`config.mk`:
```
export PLATFORM = sky130hd
export DESIGN_NAME = asc_cell
export DESIGN_NICKNAME = d
export VERILOG_FILES = /design/src/hw/rtl/assert_macros.svh /design/src/hw/rtl/asc_pkg.sv /design/src/hw/rtl/asc_cell.sv
export SDC_FILE = /design/constraint.sdc
export NUM_CORES = 1
export LEC_CHECK = 0
export BUFFER_PORTS_ARGS = -buffer_cell sky130_fd_sc_hd__buf_2
export CAP_MARGIN = 25
export CORE_UTILIZATION = 50
export CTS_BUF_LIST = sky130_fd_sc_hd__clkbuf_16
export DETAILED_ROUTE_END_ITERATION = 10
export PLACE_DENSITY = 0.88
export SYNTH_ARGS = -nofsm -noshare
export SYNTH_HDL_FRONTEND = slang
export SYNTH_SLANG_ARGS = --single-unit
```
`constraint.sdc`:
```
create_clock -name clock -period 1.9 [get_ports clock]
set_clock_uncertainty 0.05 [all_clocks]
set_input_delay 0.57 -clock clock [delete_from_list [all_inputs] [get_ports clock]]
set_output_delay 0.57 -clock clock [all_outputs]
set_load 0.01 [all_outputs]
```
`src/hw/rtl/assert_macros.svh`:
```
// Assertion macros shared by the angular sector classifier RTL.
// Requires a clock named clock and an active-high reset named reset in scope.
`ifndef ASSERT_MACROS_SVH
`define ASSERT_MACROS_SVH

// Checked property, suspended while reset is high
`define ASC_ASSERT(label, prop, msg) \
   label: assert property (@(posedge clock) disable iff (reset) prop) else $error(msg);

// Checked property, also checked during reset
`define ASC_ASSERT_ALWAYS(label, prop, msg) \
   label: assert property (@(posedge clock) prop) else $error(msg);

`endif

```
`src/hw/rtl/asc_pkg.sv`:
```
// Package for the angular sector classifier: codes, field widths, shared types.
// No dependencies.
`timescale 1ns / 1ps

package asc_pkg;

   // Opcode of an input beat
   localparam logic OP_WRITE    = 1'b0;
   localparam logic OP_CLASSIFY = 1'b1;

   // Configuration register indexes
   localparam int CSR_INDEX_W = 2;
   localparam logic [CSR_INDEX_W-1:0] CSR_REGION_COUNT = 2'd0;
   localparam logic [CSR_INDEX_W-1:0] CSR_TOLERANCE    = 2'd1;

   // Field widths
   localparam int FIELD_W    = 16;
   localparam int ROW_IDX_W  = 4;
   localparam int MASK_W     = 16;
   localparam int MASK_IDX_W = 4;
   localparam int COUNT_W    = 5;
   localparam int TOL_W      = 16;
   localparam int CSR_DATA_W = 16;

   // Register reset values
   localparam logic [COUNT_W-1:0] COUNT_RESET = 5'd16;
   localparam logic [TOL_W-1:0]   TOL_RESET   = 16'd1049;

   // Per-cell control
   typedef struct packed {
      logic load;   // copy the stored row into the shift stage
      logic write;  // store a new row
   } cell_ctl_type;

endpackage

```
`src/hw/rtl/asc_cell.sv`:
```
// One cell of the region chain: stores one table row and a shift stage.
// Depends on asc_pkg.
`timescale 1ns / 1ps

module asc_cell #(
   parameter int ROW_W = 64
) (
   input  logic                clock,
   input  asc_pkg::cell_ctl_type ctl,
   input  logic [ROW_W-1:0]    wr_row,
   input  logic [ROW_W-1:0]    pass_in,
   output logic [ROW_W-1:0]    pass_out
);

   logic [ROW_W-1:0] row_ff;
   logic [ROW_W-1:0] row_in;
   logic [ROW_W-1:0] pass_ff;
   logic [ROW_W-1:0] pass_in_sel;

   // Stored row, written by index
   assign row_in = ctl.write ? wr_row : row_ff;

   // Shift stage: load own row at start of a classify, else take neighbor's
   assign pass_in_sel = ctl.load ? row_ff : pass_in;

   always_ff @(posedge clock) begin
      row_ff  <= row_in;
      pass_ff <= pass_in_sel;
   end

   assign pass_out = pass_ff;

endmodule

```
Word-level counts from Yosys, hierarchy flattened:

Cells that the tools add are included.

* muxes and demuxes: 1

Operators by type and width (number)
* $mux W64: 1

* bits of input ports: 131
* flip-flop bits (word level): 128
* output and inout port bits: 64

Logic depth before layout (Yosys ltp):

* word-level depth: 1
* mapped depth: 3
* depth with buffers taken out: 1

Worst setup path after synthesis:

Ideal clock, no wire load.

* kind: in2reg
* from: in ctl[1] (netlist bit)
* to: reg pass_ff[10] (netlist: pass_out[10])
* library setup time: 0.121 ns
* cell stages on the path: 3
* path slack: 0.553 ns
* required time: 1.729 ns
* arrival time: 1.175 ns
* cells stage by stage: buf_6 > buf_12 > mux2_4

* longest elaborated chain between the ends: 1

RTL lines
* start, declared: RTL line asc_cell.sv:9 `input asc_pkg::cell_ctl_type ctl,`
* $mux W64: RTL line asc_cell.sv:24 `assign pass_in_sel = ctl.load ? row_ff : pass_in;`
* via pass_in_sel[10]: RTL line asc_cell.sv:18 `logic [ROW_W-1:0] pass_in_sel;`
* end signal, assigned: RTL line asc_cell.sv:28 `pass_ff <= pass_in_sel;`
* end, declared: RTL line asc_cell.sv:17 `logic [ROW_W-1:0] pass_ff;`

The timed path passes the listed nets, and every way through them passes these cells.
A chain may end at the register's enable or synchronous reset.

Worst setup path in the final report:

* from: reg pass_ff[26] (netlist: pass_out[26])
* to: out pass_out[26]

RTL lines
* end, declared: RTL line asc_cell.sv:12 `output logic [ROW_W-1:0] pass_out`

No word-level cell between the ends.

==> metrics.md <==
| Metric | Value |
|---|---|
| Slowest cell on the critical path | `dfxtp_1` |
| Hold/Removal Path Class | `input pin to register` |
| Critical path class | `register to output pin` |
| Finished Cell Area | `around 6000 um^2` |
| Final GP Congestion | `~0.7` |
| Pre-CTS setup slack | `around 430 ps` |
| Fmax | `686 MHz` |
| Final min period | `1460 ps` |
| DRC Markers | `0` |
| Post-CTS setup buffers | `0` |
| Ranking of synthesized cells by area | `edfxtp_1 45%, dfxtp_1 30%, mux2_4 21%` |
| CTS root buf | `clkbuf_16` |
| CTS tree | `done` |
| Die height | `approximately 95 um` |
| Crit path launch type | `register` |
| DR vias | `between 2000 and 2500` |
| Pins Over Slew Limit | `0` |
| Final ANT Viol Nets | `0` |
| # setup viols final | `0` |
| Post-DP HPWL | `approximately 5700 um` |
| Setup WS post-layout | `roughly 440 ps` |
| Post-synth top area share | `about 45%` |
| Clk buf depth | `2` |
| Mapped Area | `~4300 um^2` |
| Syn_nets | `330` |
| Num Clock Sinks | `around 130` |
| Die ar. | `8930 um^2` |
| CTS resizes | `0` |
| Layout Nets | `roughly 540` |
| Pwr Density | `1190 nW/um^2` |
| Family with the most delay on the worst path | `flip-flops` |
| Status | `finished, final reports clean` |
| FF+latch area | `3200 um^2` |
| RSZ-0062 raised after global routing | `no` |
| Unique cell type count in the Yosys netlist | `6` |
| Initial DRC Count | `59` |
| Crit Path Max Fanout | `1` |
| Layout cells sized above 1 | `between 60% and 70%` |
| Most common cell after layout, fill and taps aside | `buf_2` |
| Vias per cell | `between 4 and 5` |
| Most frequent cells in the layout | `193 x buf_2, 64 x dfxtp_1, 64 x edfxtp_1` |
| Chip width | `between 90 and 100 um` |
| Initial antenna violation count | `1` |
| Util after Layout | `between 70% and 80%` |
| Final WL | `around 7600 um` |
| Placement Cell Area | `5340 um^2` |
| Vias in the first global route | `between 2000 and 3000` |
| Fillers | `570` |
| Yosys warns | `0` |
| Htree depth | `4` |
| Largest net degree at the start of global routing | `37` |
| Hold Vio Cnt, Final | `0` |
| Row cnt | `33` |
| Crit path required time | `1280 ps` |
| Syn Inst Count | `between 150 and 200` |
| Core Area | `between 8000 and 9000 um^2` |
| Max_cap viols | `0` |
| DR pass1 iterations | `3` |
| Total GRT Usage | `about 17%` |
| Clock transition at path regs | `around 60 ps` |
| Worst Tran Pin Value | `~350 ps` |
| WP data arrival | `around 840 ps` |
| Syn avg cell area | `between 20 and 25 um^2` |
| Fin crit share | `approximately three quarters` |
| Total gr overflow | `0` |
| Clock latency on the worst-skew pair | `a little under 400 ps` |
| WL/cell | `between 10 and 15 um` |
| Buffers & Inverters on Critical Path | `1` |
| Leakage | `around 2.8 nW` |
| Setup TNS | `0 ps` |
| First-pass GRT wire length | `approximately 11000 um` |
| Initial Util | `51.8%` |
| Register area share after synthesis | `between 70% and 80%` |
| Max incr delay on CP | `roughly 320 ps` |
| Hold WS | `roughly 300 ps` |
| Yosys top cell by area | `edfxtp_1` |
| Critical path, cell by cell | `buf_2` |
| Area grow syn2layout | `39.4%` |
| Cts hold-fix bufs | `0` |
| I/O pins | `195` |
| Slew margin rel. | `76.6%` |
| Seq cells post-synth | `128` |
| Multi-input logic area | `approximately 950 um^2` |
| I/O Buffers | `194` |
| Cts bufs inserted | `17` |
| Worst vdd ir | `slightly below 0.7 mV` |
| Worst setup EP type | `output pin` |
[per-layer routing]
layer | track usage, % | wire length [um] | vias to the layer above
li1 | - | - | 1159
met1 | 17.0 | 2620 | 1139
met2 | 31.1 | 4080 | 124
met3 | 7.97 | 781 | 11
met4 | 7.70 | 127 | 0
met5 | 0 | 0 | -
[path summary, 6_finish.rpt]
path                start            to  slack [ps]  cells after the start
max          pass_out[26]  pass_out[26]         440                      1
min            wr_row[23]    row_ff[23]         300                      1
max reg2reg     row_ff[7]   pass_out[7]        1100                      1
min reg2reg    row_ff[51]  pass_out[51]         420                      1
[area by class of cell]
type	count	area share (%)
Sequential cell	128	53.7
Timing Repair Buffer	199	17.8
Multi-Input combinational cell	64	15.8
Clock buffer	20	8.39
Tap cell	105	2.20
Clock inverter	12	2.08
Antenna cell	1	0.0419
[cells in the mapped netlist (all sizes together)]
master  count
buf         7
dfxtp      64
edfxtp     64
mux2       64
[state kept, by name, summed over array words and instances, names as in the netlist]
register / cells
row_ff: 64
pass_out: 64
[power by group]
part / total (mW) / leakage, nW / internal [mW] / switching (mW)
Combinational: 0.612 / 1.31 / 0.368 / 0.244
Sequential: 3.21 / 1.17 / 3.15 / 0.0579
Clock: 3.27 / 0.309 / 2.16 / 1.11
[logic make-up after synthesis]
| family | count (synthesis) | share of synthesized area [%] |
|---|---|---|
| DFF | 128 | 74.8 |
| muxes | 64 | 22.1 |
| buffers and inverters | 7 | 3.07 |
[through the flow]
step,power [mW],instances
2_1_floorplan,3.58,199
3_3_place_gp,3.85,496
3_5_place_dp,3.89,496
4_1_cts,7.18,528
5_1_grt,7.36,528
6_report,7.09,529
No activity file was read; power rests on OpenSTA's default activity.
