<file path="config.mk">
export PLATFORM = sky130hd
export DESIGN_NAME = asc_eval
export DESIGN_NICKNAME = d
export VERILOG_FILES = /design/src/hw/rtl/assert_macros.svh /design/src/hw/rtl/asc_pkg.sv /design/src/hw/rtl/asc_eval.sv
export SDC_FILE = /design/constraint.sdc
export NUM_CORES = 2
export LEC_CHECK = 0
export BUFFER_PORTS_ARGS = -buffer_cell sky130_fd_sc_hd__buf_2
export CAP_MARGIN = 25
export CORE_ASPECT_RATIO = 0.8
export CORE_MARGIN = 2
export CORE_UTILIZATION = 55
export DETAILED_ROUTE_END_ITERATION = 16
export PLACE_DENSITY_LB_ADDON = 0.1
export SYNTH_ARGS = -nofsm -noshare
export SYNTH_HDL_FRONTEND = slang
export SYNTH_SLANG_ARGS = --single-unit
</file>
<file path="constraint.sdc">
create_clock -name clock -period 11.2 [get_ports clock]
set_clock_uncertainty 0.1 [all_clocks]
set_input_delay 2.24 -clock clock [delete_from_list [all_inputs] [get_ports clock]]
set_output_delay 2.24 -clock clock [all_outputs]
set_load 0.005 [all_outputs]
</file>
<file path="src/hw/rtl/assert_macros.svh">
// Assertion macros shared by the angular sector classifier RTL.
// Requires a clock named clock and an active-high reset named reset in scope.
`ifndef ASSERT_MACROS_SVH
`define ASSERT_MACROS_SVH

// Checked property, suspended while reset is high
`define ASC_ASSERT(label, prop, msg) \
   label: assert property (@(posedge clock) disable iff (reset) prop) else $error(msg);

// Checked property, also checked during reset
`define ASC_ASSERT_ALWAYS(label, prop, msg) \
   label: assert property (@(posedge clock) prop) else $error(msg);

`endif

</file>
<file path="src/hw/rtl/asc_pkg.sv">
// Package for the angular sector classifier: codes, field widths, shared types.
// No dependencies.
`timescale 1ns / 1ps

package asc_pkg;

   // Opcode of an input beat
   localparam logic OP_WRITE    = 1'b0;
   localparam logic OP_CLASSIFY = 1'b1;

   // Configuration register indexes
   localparam int CSR_INDEX_W = 2;
   localparam logic [CSR_INDEX_W-1:0] CSR_REGION_COUNT = 2'd0;
   localparam logic [CSR_INDEX_W-1:0] CSR_TOLERANCE    = 2'd1;

   // Field widths
   localparam int FIELD_W    = 16;
   localparam int ROW_IDX_W  = 4;
   localparam int MASK_W     = 16;
   localparam int MASK_IDX_W = 4;
   localparam int COUNT_W    = 5;
   localparam int TOL_W      = 16;
   localparam int CSR_DATA_W = 16;

   // Register reset values
   localparam logic [COUNT_W-1:0] COUNT_RESET = 5'd16;
   localparam logic [TOL_W-1:0]   TOL_RESET   = 16'd1049;

   // Per-cell control
   typedef struct packed {
      logic load;   // copy the stored row into the shift stage
      logic write;  // store a new row
   } cell_ctl_type;

endpackage

</file>
<file path="src/hw/rtl/asc_eval.sv">
// Shared boundary evaluator at the head of the chain: four products, then compares.
// Depends on asc_pkg.
`timescale 1ns / 1ps

module asc_eval #(
   parameter int CW = 16
) (
   input  logic                          clock,
   input  logic [4*CW-1:0]               row_in,
   input  logic signed [asc_pkg::FIELD_W-1:0] vx,
   input  logic signed [asc_pkg::FIELD_W-1:0] vy,
   input  logic [asc_pkg::TOL_W-1:0]     tol,
   output logic                          hit
);

   localparam int P = CW + asc_pkg::FIELD_W;
   localparam int S = P + 2;

   logic signed [CW-1:0] coef_a;
   logic signed [CW-1:0] coef_b;
   logic signed [CW-1:0] coef_c;
   logic signed [CW-1:0] coef_d;

   logic signed [P-1:0] prod_ay_ff;
   logic signed [P-1:0] prod_bx_ff;
   logic signed [P-1:0] prod_cy_ff;
   logic signed [P-1:0] prod_dx_ff;

   logic signed [S-1:0] tol_s;
   logic signed [S-1:0] upper_rhs;
   logic signed [S-1:0] lower_rhs;

   // Row layout: {a, b, c, d}
   assign coef_a = row_in[4*CW-1:3*CW];
   assign coef_b = row_in[3*CW-1:2*CW];
   assign coef_c = row_in[2*CW-1:CW];
   assign coef_d = row_in[CW-1:0];

   // Product stage
   always_ff @(posedge clock) begin
      prod_ay_ff <= P'(coef_a) * P'(vy);
      prod_bx_ff <= P'(coef_b) * P'(vx);
      prod_cy_ff <= P'(coef_c) * P'(vy);
      prod_dx_ff <= P'(coef_d) * P'(vx);
   end

   // Compare stage: c*vy <= d*vx + tol and a*vy >= b*vx - tol
   assign tol_s     = S'($signed({1'b0, tol}));
   assign upper_rhs = S'(prod_dx_ff) + tol_s;
   assign lower_rhs = S'(prod_bx_ff) - tol_s;
   assign hit = (S'(prod_cy_ff) <= upper_rhs) && (S'(prod_ay_ff) >= lower_rhs);

endmodule

</file>
# [Word-level counts from Yosys, hierarchy flattened]
# Index checks and enable logic that the tools add are counted.
# Widths: inputs -> output; s select.
[classes] add_sub_neg=2 multipliers=4 div=0 order_cmp=2 eq_ne=0 shifts=0 muxes=0 bitwise_logic=0 n_reduce_logical=1
[ops] op="$mul 16x16->32" count=4
[ops] op="$add 32x17->33" count=1
[ops] op="$ge 32x33->1" count=1
[ops] op="$le 32x33->1" count=1
[ops] op="$sub 32x17->33" count=1
[ops] op="$logic_and 1x1->1" count=1
[totals] register_bits=128 latch_bits=0 mem_bits_rw=0 mem_bits_ro=0 in_bits=113 out_inout_bits=1 wordCells=13 memories=0

# [Depth between registers and ports, before layout]
[depth] depth_word=3 depth_mapped=24 mapped_depth_nobuf=22

# [Least setup slack after synthesis]
# OpenSTA, ideal clock, no wires.
[synth_timing] path_kind="input to output" start="in tol[0] in the netlist's numbering" end="out hit" t_arrival_ps=5767 required_time_ps=8860 slack_ps=3093 cell_stages=19 cell_sequence="ha_1 -> inv_1 -> fa_1 -> a21o_1 -> a21o_1 -> a211oi_2 -> o31ai_1 -> a2111oi_2 -> nor3_2 -> nor4_1 -> xnor2_1 -> ha_1 -> a21o_1 -> a21o_1 -> a21oi_1 -> o21ai_0 -> nor3_1 -> a31oi_1 -> o211a_1"
[synth_via] elab_chain_len=3 elab_cells_between_ends=5 cone_classes="add/sub (2); order compare (2); reduce/logical (1)"
[synth_rtl] item="from (decl)" line="asc_eval.sv:12" source="input logic [asc_pkg::TOL_W-1:0] tol,"
[synth_rtl] item="$add 32x17->33 / $sub 32x17->33 (equally long branches)" line="asc_eval.sv:49, asc_eval.sv:50"
[synth_rtl] item="$le 32x33->1 / $ge 32x33->1 (equally long branches)" line="asc_eval.sv:51" source="assign hit = (S'(prod_cy_ff) <= upper_rhs) && (S'(prod_ay_ff) >= lower_rhs);"
[synth_rtl] item="$logic_and 1x1->1 (*)" line="asc_eval.sv:51"
[synth_rtl] item="to (decl)" line="asc_eval.sv:13" source="output logic hit"
# Mark *: on every way between the ends. The rest lies on a longest branch, timed or not.

# [Final worst setup path]
# Same ends and word-level chain as after synthesis.

==> impl_metrics.env <==
export IMPL_synthTopCellsByArea="fa_1 (46%), ha_1 (12%), inv_1 (10%)"
export IMPL_status="completed"
export IMPL_hold_buffers=0
export IMPL_synth_top_area_share_pct=46.0
export IMPL_slew_headroom_pct=40.2
export IMPL_layout_drive_gt1_share_pct=3.53
export IMPL_syn_cell_area_mm2=0.0457
export IMPL_critical_path_class="in -> out"
export IMPL_drc_errors=0
export IMPL_port_buffers=113
export IMPL_grt_ovfl_total=0
export IMPL_routed_wl_um=106000
export IMPL_seqCellArea_mm2=0.00256
export IMPL_cts_setup_buffers=0
export IMPL_wl_per_cell_um=17.4
export IMPL_fin_crit_sh_pct=86.0
export IMPL_max_cap_viol_count=0
export IMPL_clock_fmax_mhz=104
export IMPL_stdcell_area_mm2=0.0476
export IMPL_drt_iter0_markers=1707
export IMPL_ys_warn_count=0
export IMPL_cts_resized=0
export IMPL_io_pins=114
export IMPL_clk_path_buf_depth=2
export IMPL_first_global_vias=34800
export IMPL_crit_path_start_kind="input pin"
export IMPL_area_growth_synth_to_final_pct=4.15
export IMPL_fin_setup_tns_ps=0
export IMPL_cts_sinks=128
export IMPL_report_final_slew_viol_count=0
export IMPL_clkTransAtPathRegs_ps=60
export IMPL_period_minus_slack_ps=9630
export IMPL_worst_setup_path_end_kind="output port"
export IMPL_hold_class="in -> reg"
export IMPL_grt_max_degree=33
export IMPL_avgSynthCellArea_um2=9.12
export IMPL_dpl_cell_area_mm2=0.0470
export IMPL_multi_input_area_mm2=0.0379
export IMPL_die_h_um=262
export IMPL_dr_pass1_iters=5
export IMPL_tightest_slew_ps=897
export IMPL_hold_worst_slack_ps=2190
export IMPL_hold_viol_final=0
export IMPL_ant_nets=0
export IMPL_synth_ff_type="dfxtp_1"
export IMPL_synth_edff_count=0
export IMPL_cts_tree="yes"
export IMPL_grt_pass1_wl_um=179000
export IMPL_crit_required_ps=8860
export IMPL_cts_buffers=17
export IMPL_place_gp_congestion=0.856
export IMPL_ys_seq_area_share_pct=5.61
export IMPL_die_w_um=326
export IMPL_antenna_found_initial=1
export IMPL_grt_use_total_pct=26.4
export IMPL_viasPerCell=5.32
export IMPL_synth_nets=6597
export IMPL_cts_root_buf="clkbuf_16"
export IMPL_ys_seq_elements=128
export IMPL_dp_slack_ps=1690
export IMPL_vias=32400
export IMPL_setup_slack_ps=1570
export IMPL_rsz0062_at_grt="false"
export IMPL_num_rows=94
export IMPL_finalSetupViolCount=0
export IMPL_htreeDepth=4
export IMPL_async_reset_ff_share_pct=0
export IMPL_cp_arrival_ps=7290
export IMPL_die_area_mm2=0.0854
export IMPL_post_dp_hpwl_um=85600
export IMPL_crit_fanout=9
export IMPL_synth_area_leader_cell="fa_1"
export IMPL_coreArea_mm2=0.0822
export IMPL_synth_cells=5008
export IMPL_nNetsFinal=6563
export IMPL_initial_core_util_pct=55.6
export IMPL_synth_distinct_cells=76
export IMPL_fill_cells=7396
-- flip-flops by register name, summed over array words and instances (netlist names) --
register    cells
prod_bx_ff     32
prod_ay_ff     32
prod_dx_ff     32
prod_cy_ff     32
-- metal layers --
| metal | routed length, um | track usage, % | vias to the layer above |
|---|---|---|---|
| li1 | - | - | 14900 |
| met1 | 47900 | 37.5 | 16600 |
| met2 | 50100 | 43.3 | 757 |
| met3 | 6620 | 4.54 | 109 |
| met4 | 1170 | 4.31 | 0 |
| met5 | 0 | 0 | - |
-- critical path, stage by stage --
cell and delay [ps]:
buf_2 150, ha_1 240, fa_1 410, a21o_1 170, a21oi_1 230, nand2b_1 200, a211oi_1 130, o41ai_1 440
a21oi_1 370, nand3_1 200, xor2_1 170, ha_1 260, a21o_1 180, a21o_1 160, a21oi_1 170, nor2_1 60
a211oi_1 210, o311ai_0 210, o21ai_0 560, o211a_1 350, buf_2 160
-- final timing paths --
| path | from | to | slack, ps | cells after the start |
|---|---|---|---|---|
| worst max-delay path | tol[0] | hit | 1570 | 21 |
| worst min-delay path | row_in[16] | prod_cy_ff[0] | 2190 | 2 |
-- placed cells by master, fill, tap and decap left out, types with 4 or more instances in the layout --
cell,Yosys,layout
or2_2,8,8
and4_1,4,4
o211ai_1,15,15
o31ai_1,5,5
a31oi_1,19,19
nand4_1,32,32
buf_2,1,113
or3_1,15,15
a21boi_0,7,7
o22ai_1,5,5
inv_1,1216,1216
clkbuf_16,0,17
xor2_1,59,59
a211oi_1,24,24
o21a_1,18,18
o21bai_1,23,23
nor3_1,28,28
o21ai_0,70,70
dfxtp_1,128,128
a211o_1,5,5
nor2b_1,18,18
a21oi_1,114,114
nor4_1,18,18
fa_1,1050,1050
clkinvlp_4,0,5
and3_1,13,13
xnor2_1,129,129
o311ai_0,4,4
a21o_1,67,67
and2_1,502,502
nor2_1,141,141
ha_1,426,426
nand2b_1,36,36
nand3_1,35,35
clkinv_2,0,4
nand2_1,544,544
-- per-stage QoR --
stage / util [%] / cells
after floorplan: - / 5008
after global placement: 57.2 / 6059
after detailed placement: 57.2 / 6059
after CTS: 57.9 / 6090
after global routing: 57.9 / 6090
final: 57.9 / 6091
-- area by class of cell --
type | instances | share of cell area, %
flip-flops and latches | 128 | 5.38
clock inverters | 14 | 0.302
clock buffers | 17 | 0.894
multi-input cells | 3494 | 79.7
inverters | 1217 | 9.60
diodes | 1 | 0.00526
repair buffers | 116 | 1.24
well taps | 1104 | 2.90
-- cell families (layout without fill, tap and decap cells) --
| family | Yosys count | after routing | synth area share [%] |
|---|---|---|---|
| simple gates | 1410 | 1410 | 15.5 |
| mux | 2 | 2 | 0.0438 |
| xor+xnor | 188 | 188 | 3.60 |
| flops | 128 | 128 | 5.61 |
| buf+inv | 1386 | 1364 | 11.4 |
| compound gates | 418 | 418 | 6.17 |
| fa+ha+maj | 1476 | 1476 | 57.7 |
| other cells | 0 | 1 | 0 |
-- synthesized netlist by cell type, drive strengths merged (23+ instances only) --
cell type,number
and2,502
o21ai,71
nand2,544
a21o,68
nor2,141
xor2,59
inv,1216
a21oi,114
fa,1050
clkbuf,166
a211oi,27
nand3,35
nor3,30
xnor2,129
nand2b,36
o21bai,23
dfxtp,128
nand4,32
ha,426
Power is left out: the tool's default activity adds up to more than one toggle a clock period on the data nets, which glitch-free logic cannot reach.
